--- config.mk ---
export PLATFORM = sky130hd
export DESIGN_NAME = ddmr_ctrl
export DESIGN_NICKNAME = d
export VERILOG_FILES = /design/src/design/ddmr_pkg.sv /design/src/design/ddmr_ctrl.sv
export SDC_FILE = /design/constraint.sdc
export NUM_CORES = 1
export LEC_CHECK = 0
export BUFFER_PORTS_ARGS = -buffer_cell sky130_fd_sc_hd__buf_2
export CAP_MARGIN = 5
export CELL_PAD_IN_SITES_DETAIL_PLACEMENT = 1
export CELL_PAD_IN_SITES_GLOBAL_PLACEMENT = 1
export CORE_MARGIN = 3
export CORE_UTILIZATION = 24
export DETAILED_ROUTE_END_ITERATION = 16
export PLACE_DENSITY_LB_ADDON = 0.1
export SLEW_MARGIN = 40
export SYNTH_ARGS = -nofsm -noshare
export SYNTH_HDL_FRONTEND = slang
export SYNTH_SLANG_ARGS = --single-unit
--- constraint.sdc ---
create_clock -name aclk -period 1.15 [get_ports aclk]
set_input_delay 0.1725 -clock aclk [delete_from_list [all_inputs] [get_ports aclk]]
set_output_delay 0.1725 -clock aclk [all_outputs]
set_load 0.005 [all_outputs]
--- src/design/ddmr_pkg.sv ---
// Shared types, constants and font table for the decimal dot-matrix renderer.
package ddmr_pkg;

    // Number geometry and font geometry.
    localparam int MAX_DIGITS = 9;
    localparam int GLYPH_W    = 3;
    localparam int ROWS       = 5;
    localparam int ROW_W      = 51;
    localparam int WIDTH_W    = 6;
    localparam int ROW_IDX_W  = 3;
    localparam int GAP_W      = 2;
    localparam int PITCH_W    = 3;
    localparam int CNT_W      = (MAX_DIGITS > 1) ? $clog2(MAX_DIGITS) : 1;

    // Reset value of the gap register.
    localparam logic [GAP_W-1:0] GAP_RESET = 2'd2;

    // Register map: byte address bit 2 selects the register index.
    localparam int                PADDR_W  = 3;
    localparam logic [0:0]        REG_GAP  = 1'b0;

    // Accepted values fit in 30 bits, since the limit is at most 10^9.
    localparam int VALUE_W = 30;
    localparam int RECIP_W = 32;
    localparam int PROD_W  = VALUE_W + RECIP_W;
    localparam int Q_SHIFT = 35;
    localparam int Q_W     = PROD_W - Q_SHIFT;

    // Reciprocal of ten: floor(v * RECIP / 2^35) equals v / 10 for any 32-bit v.
    localparam logic [RECIP_W-1:0] RECIP_TEN = 32'hCCCC_CCCD;

    // Ten to the power n, evaluated at elaboration.
    function automatic longint pow10(input int n);
        longint acc;
        acc = 1;
        for (int i = 0; i < n; i++) begin
            acc = acc * 10;
        end
        return acc;
    endfunction

    localparam logic [31:0] VALUE_LIMIT = 32'(pow10(MAX_DIGITS));

    // Controller states.
    typedef enum logic [1:0] {
        ST_IDLE,
        ST_DIGIT,
        ST_EMIT
    } state_t;

    // Commands from the controller to the datapath.
    typedef struct packed {
        logic                 load;
        logic                 step;
        logic [ROW_IDX_W-1:0] row_sel;
    } cmd_t;

    // Status from the datapath to the controller.
    typedef struct packed {
        logic err;
        logic done;
    } status_t;

    // Font row lookup. Bit 0 of a row is the left column of the glyph.
    function automatic logic [GLYPH_W-1:0] font_row(input logic [3:0] digit,
                                                    input logic [ROW_IDX_W-1:0] row);
        logic [GLYPH_W*ROWS-1:0] glyph;
        case (digit)
            4'd0:    glyph = {3'd7, 3'd5, 3'd5, 3'd5, 3'd7};
            4'd1:    glyph = {3'd7, 3'd2, 3'd2, 3'd3, 3'd2};
            4'd2:    glyph = {3'd7, 3'd1, 3'd7, 3'd4, 3'd7};
            4'd3:    glyph = {3'd7, 3'd4, 3'd7, 3'd4, 3'd7};
            4'd4:    glyph = {3'd4, 3'd4, 3'd7, 3'd5, 3'd5};
            4'd5:    glyph = {3'd7, 3'd4, 3'd7, 3'd1, 3'd7};
            4'd6:    glyph = {3'd7, 3'd5, 3'd7, 3'd1, 3'd7};
            4'd7:    glyph = {3'd4, 3'd4, 3'd4, 3'd4, 3'd7};
            4'd8:    glyph = {3'd7, 3'd5, 3'd7, 3'd5, 3'd7};
            4'd9:    glyph = {3'd7, 3'd4, 3'd7, 3'd5, 3'd7};
            default: glyph = '0;
        endcase
        return glyph[row*GLYPH_W +: GLYPH_W];
    endfunction

endpackage

--- src/design/ddmr_ctrl.sv ---
// Controller state machine: input acceptance, digit sequencing and row output.
module ddmr_ctrl (
    input  logic                           aclk,
    input  logic                           aresetn,
    input  logic                           s_valid,
    output logic                           s_ready,
    output logic                           m_valid,
    input  logic                           m_ready,
    output logic [ddmr_pkg::ROW_IDX_W-1:0] m_row_index,
    output logic                           m_error,
    output logic                           m_last,
    input  ddmr_pkg::status_t              status,
    output ddmr_pkg::cmd_t                 cmd
);

    ddmr_pkg::state_t                 state_reg, state_next;
    logic [ddmr_pkg::ROW_IDX_W-1:0]   row_reg, row_next;
    logic                             last_row;

    // State and row counter registers.
    always_ff @(posedge aclk) begin
        if (!aresetn) begin
            state_reg <= ddmr_pkg::ST_IDLE;
            row_reg   <= '0;
        end else begin
            state_reg <= state_next;
            row_reg   <= row_next;
        end
    end

    assign last_row = (row_reg == ddmr_pkg::ROW_IDX_W'(ddmr_pkg::ROWS - 1));

    // Next state and command decode.
    always_comb begin
        state_next   = state_reg;
        row_next     = row_reg;
        s_ready      = 1'b0;
        m_valid      = 1'b0;
        cmd.load     = 1'b0;
        cmd.step     = 1'b0;
        cmd.row_sel  = row_reg;
        case (state_reg)
            ddmr_pkg::ST_IDLE: begin
                s_ready = 1'b1;
                if (s_valid) begin
                    cmd.load   = 1'b1;
                    row_next   = '0;
                    state_next = ddmr_pkg::ST_DIGIT;
                end
            end
            ddmr_pkg::ST_DIGIT: begin
                cmd.step = !status.err;
                if (status.err || status.done) begin
                    state_next = ddmr_pkg::ST_EMIT;
                end
            end
            ddmr_pkg::ST_EMIT: begin
                m_valid = 1'b1;
                if (m_ready) begin
                    if (status.err || last_row) begin
                        state_next = ddmr_pkg::ST_IDLE;
                    end else begin
                        row_next = row_reg + 1'b1;
                    end
                end
            end
            default: begin
                state_next = ddmr_pkg::ST_IDLE;
            end
        endcase
    end

    // Result sideband fields.
    assign m_row_index = row_reg;
    assign m_error     = status.err;
    assign m_last      = status.err || last_row;

    // The block works on one item at a time.
    assert property (@(posedge aclk) disable iff (!aresetn) !(s_ready && m_valid))
        else $error("input accepted while results are pending");

    // Error results are always single.
    assert property (@(posedge aclk) disable iff (!aresetn)
        (m_valid && m_error) |-> (m_last && (m_row_index == '0)))
        else $error("error result not marked last");

    // Rows advance by one after each non-final transfer.
    assert property (@(posedge aclk) disable iff (!aresetn)
        (m_valid && m_ready && !m_last) |=>
        (m_valid && (m_row_index == $past(m_row_index) + 1'b1)))
        else $error("row sequence broken");

endmodule

---- Word-level counts from Yosys, hierarchy flattened ----
Cells that the tools add are included.
storage, ports and cells
  bits in read-only memories .............. 0
  bits in latches ......................... 0
  word-level logic and storage cells ...... 32
  input bits .............................. 6
  memories kept ........................... 0
  RAM bits ................................ 0
  bits in registers ....................... 5
  output and inout bits ................... 12
cells by class
  multipliers ............................. 0
  multiplexer cells ....................... 14
  bitwise operators ....................... 0
  equality and inequality tests ........... 8
  shift operators ......................... 0
  magnitude comparators ................... 0
  add/sub/neg operators ................... 1
  reduce and logical (&&, ||, !) cells .... 7
  divide/modulo/power cells ............... 0
operators with widths
  kind                   count
  $ne A2 B2 Y1 const B   5
  $mux W3                3
  $mux W2                4
  $reduce_and A4 Y1      2
  $pmux W2 S3            1
  $pmux W3 S2            1
  $mux W1                5
  $add A3 B1 Y3 const B  1
  $eq A3 B3 Y1 const B   1
  $eq A2 B1 Y1 const B   1
  $eq A2 B2 Y1 const B   1
  $logic_not A2 Y1       1
  $logic_or A1 B1 Y1     2
  $reduce_bool A2 Y1     1
  $logic_not A1 Y1       1

---- Logic depth before layout (Yosys ltp) ----
Gate-level depths: netlist of the first run.
  word-level depth ........................ 5
  gate-level depth with buffers ........... 6
  gate-level depth less buffers ........... 6

---- Worst setup path before layout of the first run ----
OpenSTA, ideal clock, no wires.
  path kind ............................... register to register
  start point ............................. reg row_reg (netlist bit m_row_index[0])
  end point ............................... reg state_reg[1]
  period minus slack after synthesis ...... 1,243 ps
  data required time ...................... 1,092 ps
  arrival time ............................ 1,185 ps
  slack ................................... -93 ps
  library setup time ...................... 58 ps
  cell stages (with the launch flop) ...... 7
  path buffers ............................ 0
  cell sequence ........................... dfxtp_1 -> inv_1 -> ha_1 -> a21oi_1 -> inv_1 -> a21boi_0 -> o21a_1
between the ends
  longest elaborated chain between the ends .. 4
ends and longest elaborated chain
  what                         RTL line         text
  from (decl)                  ddmr_ctrl.sv:17  logic [ddmr_pkg::ROW_IDX_W-1:0] row_reg, row_next;
  from (signal assigned)       ddmr_ctrl.sv:27  row_reg <= row_next;
  $eq A3 B3 Y1                 ddmr_ctrl.sv:31  assign last_row = (row_reg == ddmr_pkg::ROW_IDX_W'(ddmr_pkg::ROWS - 1));
  $logic_or A1 B1 Y1           --
  via m_last                   ddmr_ctrl.sv:11  output logic m_last,
  $ne A2 B2 Y1 (no line)       --
  $reduce_and A4 Y1 (no line)  --
  to (signal assigned)         ddmr_ctrl.sv:23  state_reg <= ddmr_pkg::ST_IDLE;
  to (signal assigned)         ddmr_ctrl.sv:26  state_reg <= state_next;
  to (decl)                    ddmr_ctrl.sv:16  ddmr_pkg::state_t state_reg, state_next;
The timed path passes the listed nets, and every way through them passes these cells.
A chain may end at the register's enable or synchronous reset.

==> impl_metrics.yaml, run 1 <==
yosys:
  yosysSeqAreaShare: 0.313
  yosysTopAreaCell: "dfxtp_1"
  syn_inst: 38
  netlist_area_um2: 320
  synth_area_leaders: "dfxtp_1 (31%), mux2i_1 (13%), buf_4 (9.4%)"
  yosys_warnings: 0
  synth_seq_cells: 5
  ys_types: 17
  syn-num-nets: 46
  synth_top_area_frac: 0.313
  syn_avg_cell_area_um2: 8.43
routing:
  drtIter0Drc: 0
  drt_first_pass_iters: 1
  routed_wl_um: 994
  wl_per_cell_um: 12.4
  vias: 358
  viasPerCell: 4.48
  drtAntennaViolNets: 0
  drc: 0
placed_design:
  hpwl_um: 691
  portBuffers: 17
  gp_congestion: 0.642
  placed_area_um2: 414
  dp_cells: 67
  place_ws_ns: -0.0284
timing:
  period_share: 1.12
  fin_crit_ns: 1.29
  max_slew_margin: 0.864
  setup_viol: 6
  fin_hold_ws_ns: 0.217
  timing.final.ws_setup_ns: -0.143
  hold_viol: 0
  finClkSkew_ns: 0.00598
  tightestPinTransition_ns: 0.204
  fmax_mhz: 774
  final_max_slew_viol_count: 0
  rsz0062_at_grt: "true"
hold_path:
  hold_class: "in2reg"
status:
  violations: "negative setup slack"
  status: "finished with violations"
worst_setup_path:
  crit_slowest_cell: "or3b_4"
  critPathCaptureType: "output pin"
  cp_top_family: "simple AND/OR/NAND/NOR gates"
  crit_buf_inv: 2
  path_class: "reg2out"
  cp-start-kind: "flop"
  crit_chain: "or3b_4, inv_2, buf_6"
  critPathMaxFanout: 4
  slowest_delay_ns: 0.40
  crit_arrival_ns: 1.12
  required_ns: 0.98
grt:
  grt_pass1_vias: 351
  grt_pass1_wl_um: 1480
  grt_overflow: 0
  grt_max_degree: 9
  antenna_found_initial: 0
  grtUsageTotal: 0.113
final_layout:
  final_nets: 75
  final_cells: 80
  syn_to_final_growth_pct: 72.7
  final_common_cell: "buf_2"
  largest_register_ffs: 3
  num-fill-cells: 149
  final_cell_area_um2: 553
  insertedDiodeCount: 0
  drive_gt1_frac: 0.667
  final_cell_mix: "buf_2 (16), buf_4 (10)"
job:
  drv_cap: 0
cts:
  clk_latency_ns: 0.25
  clock-sinks: 5
  holdBufCountCts: 0
  path_clk_slew_ns: 0.05
  cts_buffers: 3
  cts_tree: "yes"
  cts_buffer_depth: 2
  cts-root-buf: "clkbuf_4"
  htree_num_levels: 1
floorplanning:
  initial_core_util: 0.274
  num_rows: 12
  dieArea_um2: 1810
  coreArea_um2: 1170
  die_width_um: 42.5
  io_pins: 18
  die_y_um: 42.5
power_and_ir_drop:
  irDropWorstVdd_mv: 0.407
  power.leakage_nw: 0.301
  pwr_density_cell_nw_per_um2: 923
## cell type report
class	count	area, µm²	share of cell area
clock buffers	4	26.3	0.0475
multi-input cells	25	211	0.382
inverters	4	15.0	0.0271
flip-flops and latches	5	105	0.190
well taps	14	17.5	0.0317
repair buffers	28	178	0.321
## metal layers
metal  track usage  share of wire  vias to the layer above
met2         0.185           0.48                       13
met5             0              0                        -
met3        0.0343          0.074                        4
met4        0.0932          0.030                        0
met1         0.116           0.41                      162
li1              -              -                      179
## worst paths after layout
| check | from | to | slack [ns] | cells past startpoint |
|---|---|---|---|---|
| setup / recovery | state_reg[1] | cmd[4] | -0.14 | 3 |
| hold / removal | aresetn | state_reg[1] | 0.22 | 2 |
| setup reg to reg | m_row_index[0] | m_row_index[2] | -0.01 | 6 |
| hold reg to reg | m_row_index[2] | m_row_index[2] | 0.55 | 2 |
## Yosys cell counts (all sizes together)
cell type	instances
dfxtp	5
buf	4
inv	4
mux2i	4
nand3	4
nor2	4
ha	2
nand2	2
a21boi	1
a21oi	1
and2b	1
nand2b	1
nand4	1
nor3b	1
o21a	1
or2b	1
or3b	1
## where the power goes
group	switching [W]	internal, W	total (W)	leakage (nW)
clock	0.0000838	0.000132	0.000216	0.0150
sequential	0.00000562	0.000180	0.000186	0.0424
combinational	0.0000466	0.0000622	0.000109	0.243
total	0.000136	0.000375	0.000511	0.301
## timing repair
item | 4_1_cts | 5_1_grt
setup buffers | 6 | 3
resized for setup | 9 | 5
pin swaps | 4 | 3
setup endpoints to repair | 7 | 8
## kinds of logic after synthesis
family / Yosys count / share of synthesized area
AO/OA/AOI/OAI: 3 / 0.0625
adder cells (fa/ha/maj): 2 / 0.0781
buffers and inverters: 8 / 0.141
flip-flops: 5 / 0.313
multiplexers: 4 / 0.125
AND/OR/NAND/NOR: 16 / 0.281
## per-stage QoR
step                 util  total power, W  setup TNS, ns
finish              0.472        0.000511         -0.390
global route        0.472        0.000541         -0.736
CTS                 0.438        0.000499         -0.347
detailed placement  0.354        0.000261        -0.0654
global placement    0.354        0.000258              0
floorplan               -        0.000227              0
No activity file was read; power rests on OpenSTA's default activity.
==> run 2: changes to the inputs <==
PLACE_DENSITY_LB_ADDON = 0.2   (was 0.1)
==> run 2 against run 1 <==
Net effect:
- highest routed layer is now met3
- final cell count fell by 1.3%
- critical endpoint unchanged
- largest power group unchanged
- the flow still finishes with violations (negative setup slack)
- via count fell by 0.56%
- maximum frequency rose by 0.38%
- register-to-register slack barely moved
==> impl_metrics.yaml, run 2 (synthesis results as in run 1) <==
status:
  status: "finished with violations"
  violations: "negative setup slack"
floorplanning:
  initial_core_util: 0.274
  coreArea_um2: 1170
  die_width_um: 42.5
  die_y_um: 42.5
  dieArea_um2: 1810
  io_pins: 18
  num_rows: 12
timing:
  finalSetupTns_ns: -0.354
  setup_viol: 5
  fin_crit_ns: 1.29
  fin_hold_ws_ns: 0.241
  final_max_slew_viol_count: 0
  hold_viol: 0
  period_share: 1.12
  max_slew_margin: 0.886
  rsz0062_at_grt: "true"
  fmax_mhz: 776
  timing.final.ws_setup_ns: -0.138
  finClkSkew_ns: 0.00482
  tightestPinTransition_ns: 0.171
power_and_ir_drop:
  pwr_density_cell_nw_per_um2: 921
  power.leakage_nw: 0.293
  irDropWorstVdd_mv: 0.625
routing:
  vias: 356
  drc: 0
  wl_per_cell_um: 12.1
  drt_first_pass_iters: 2
  routed_wl_um: 958
  drtIter0Drc: 1
  drtAntennaViolNets: 0
  viasPerCell: 4.51
job:
  drv_cap: 0
worst_setup_path:
  critPathCaptureType: "output pin"
  crit_arrival_ns: 1.12
  critPathMaxFanout: 4
  required_ns: 0.98
  cp-start-kind: "flop"
  path_class: "reg2out"
cts:
  cts_buffer_depth: 2
  clock-sinks: 5
  path_clk_slew_ns: 0.05
  cts_tree: "yes"
  holdBufCountCts: 0
  cts-root-buf: "clkbuf_4"
  cts_buffers: 3
  htree_num_levels: 1
  clk_latency_ns: 0.24
placed_design:
  gp_congestion: 0.657
  placed_area_um2: 414
  place_ws_ns: -0.0210
  portBuffers: 17
  hpwl_um: 604
final_layout:
  final_cell_mix: "buf_2 (16), buf_4 (8), nor2_1 (4), mux2i_1 (4), dfxtp_2 (4)"
  syn_to_final_growth_pct: 69.1
  final_cell_area_um2: 542
  largest_register_ffs: 3
  drive_gt1_frac: 0.646
  insertedDiodeCount: 0
  final_core_util: 0.463
  final_common_cell: "buf_2"
  final_nets: 74
grt:
  grt_pass1_vias: 359
  grt_pass1_wl_um: 1550
  grtUsageTotal: 0.118
  grt_overflow: 0
  grt_max_degree: 9
  antenna_found_initial: 0
hold_path:
  hold_class: "in2reg"
==> run 2: layer usage <==
layer / wire length (µm) / vias up / GRT usage
li1: - / 176 / -
met1: 374 / 167 / 0.104
met2: 500 / 13 / 0.216
met3: 83 / 0 / 0.0730
met4: 0 / 0 / 0.0373
met5: 0 / - / 0
==> run 2: path summary, 6_finish.rpt <==
kind | start | endpoint | slack, ns | cells after the start
setup reg to reg | state_reg[1] | m_row_index[1] | -0.01 | 4
hold / removal | aresetn | state_reg[1] | 0.24 | 2
setup / recovery | state_reg[1] | cmd[4] | -0.14 | 3
hold reg to reg | state_reg[1] | state_reg[0] | 0.53 | 2
==> run 2: area by class of cell <==
cell class | count | area [µm²]
repair buffers | 27 | 174
multi-input cells | 25 | 204
fillers | 149 | 629
clock buffers | 4 | 26.3
inverters | 4 | 15.0
well taps | 14 | 17.5
flip-flops and latches | 5 | 105
==> run 2: what timing repair did <==
item                                   CTS  global route
setup buffers                            5             3
resized for setup                        9             4
pin swaps                                3             3
gates cloned                             0             0
setup endpoints to repair                7             8
endpoints found under the hold margin    0             0
==> run 2: power breakdown <==
group | leakage, nW | switching (W) | internal [W]
Combinational | 0.235 | 0.0000468 | 0.0000618
Sequential | 0.0424 | 0.00000508 | 0.000181
Clock | 0.0150 | 0.0000733 | 0.000131
Total | 0.293 | 0.000125 | 0.000374
==> run 2: worst max-delay path, cell delays in order, from the launching register on <==
cell and delay (ns):
dfxtp_2 0.33, or3b_4 0.40, inv_2 0.05, buf_2 0.09
==> run 2: metrics by stage <==
step                      cells  power, W
final                        79  0.000499
after global routing         79  0.000530
after CTS                    76  0.000493
after detailed placement     67  0.000261
after global placement       67  0.000261
after floorplan              38  0.000227
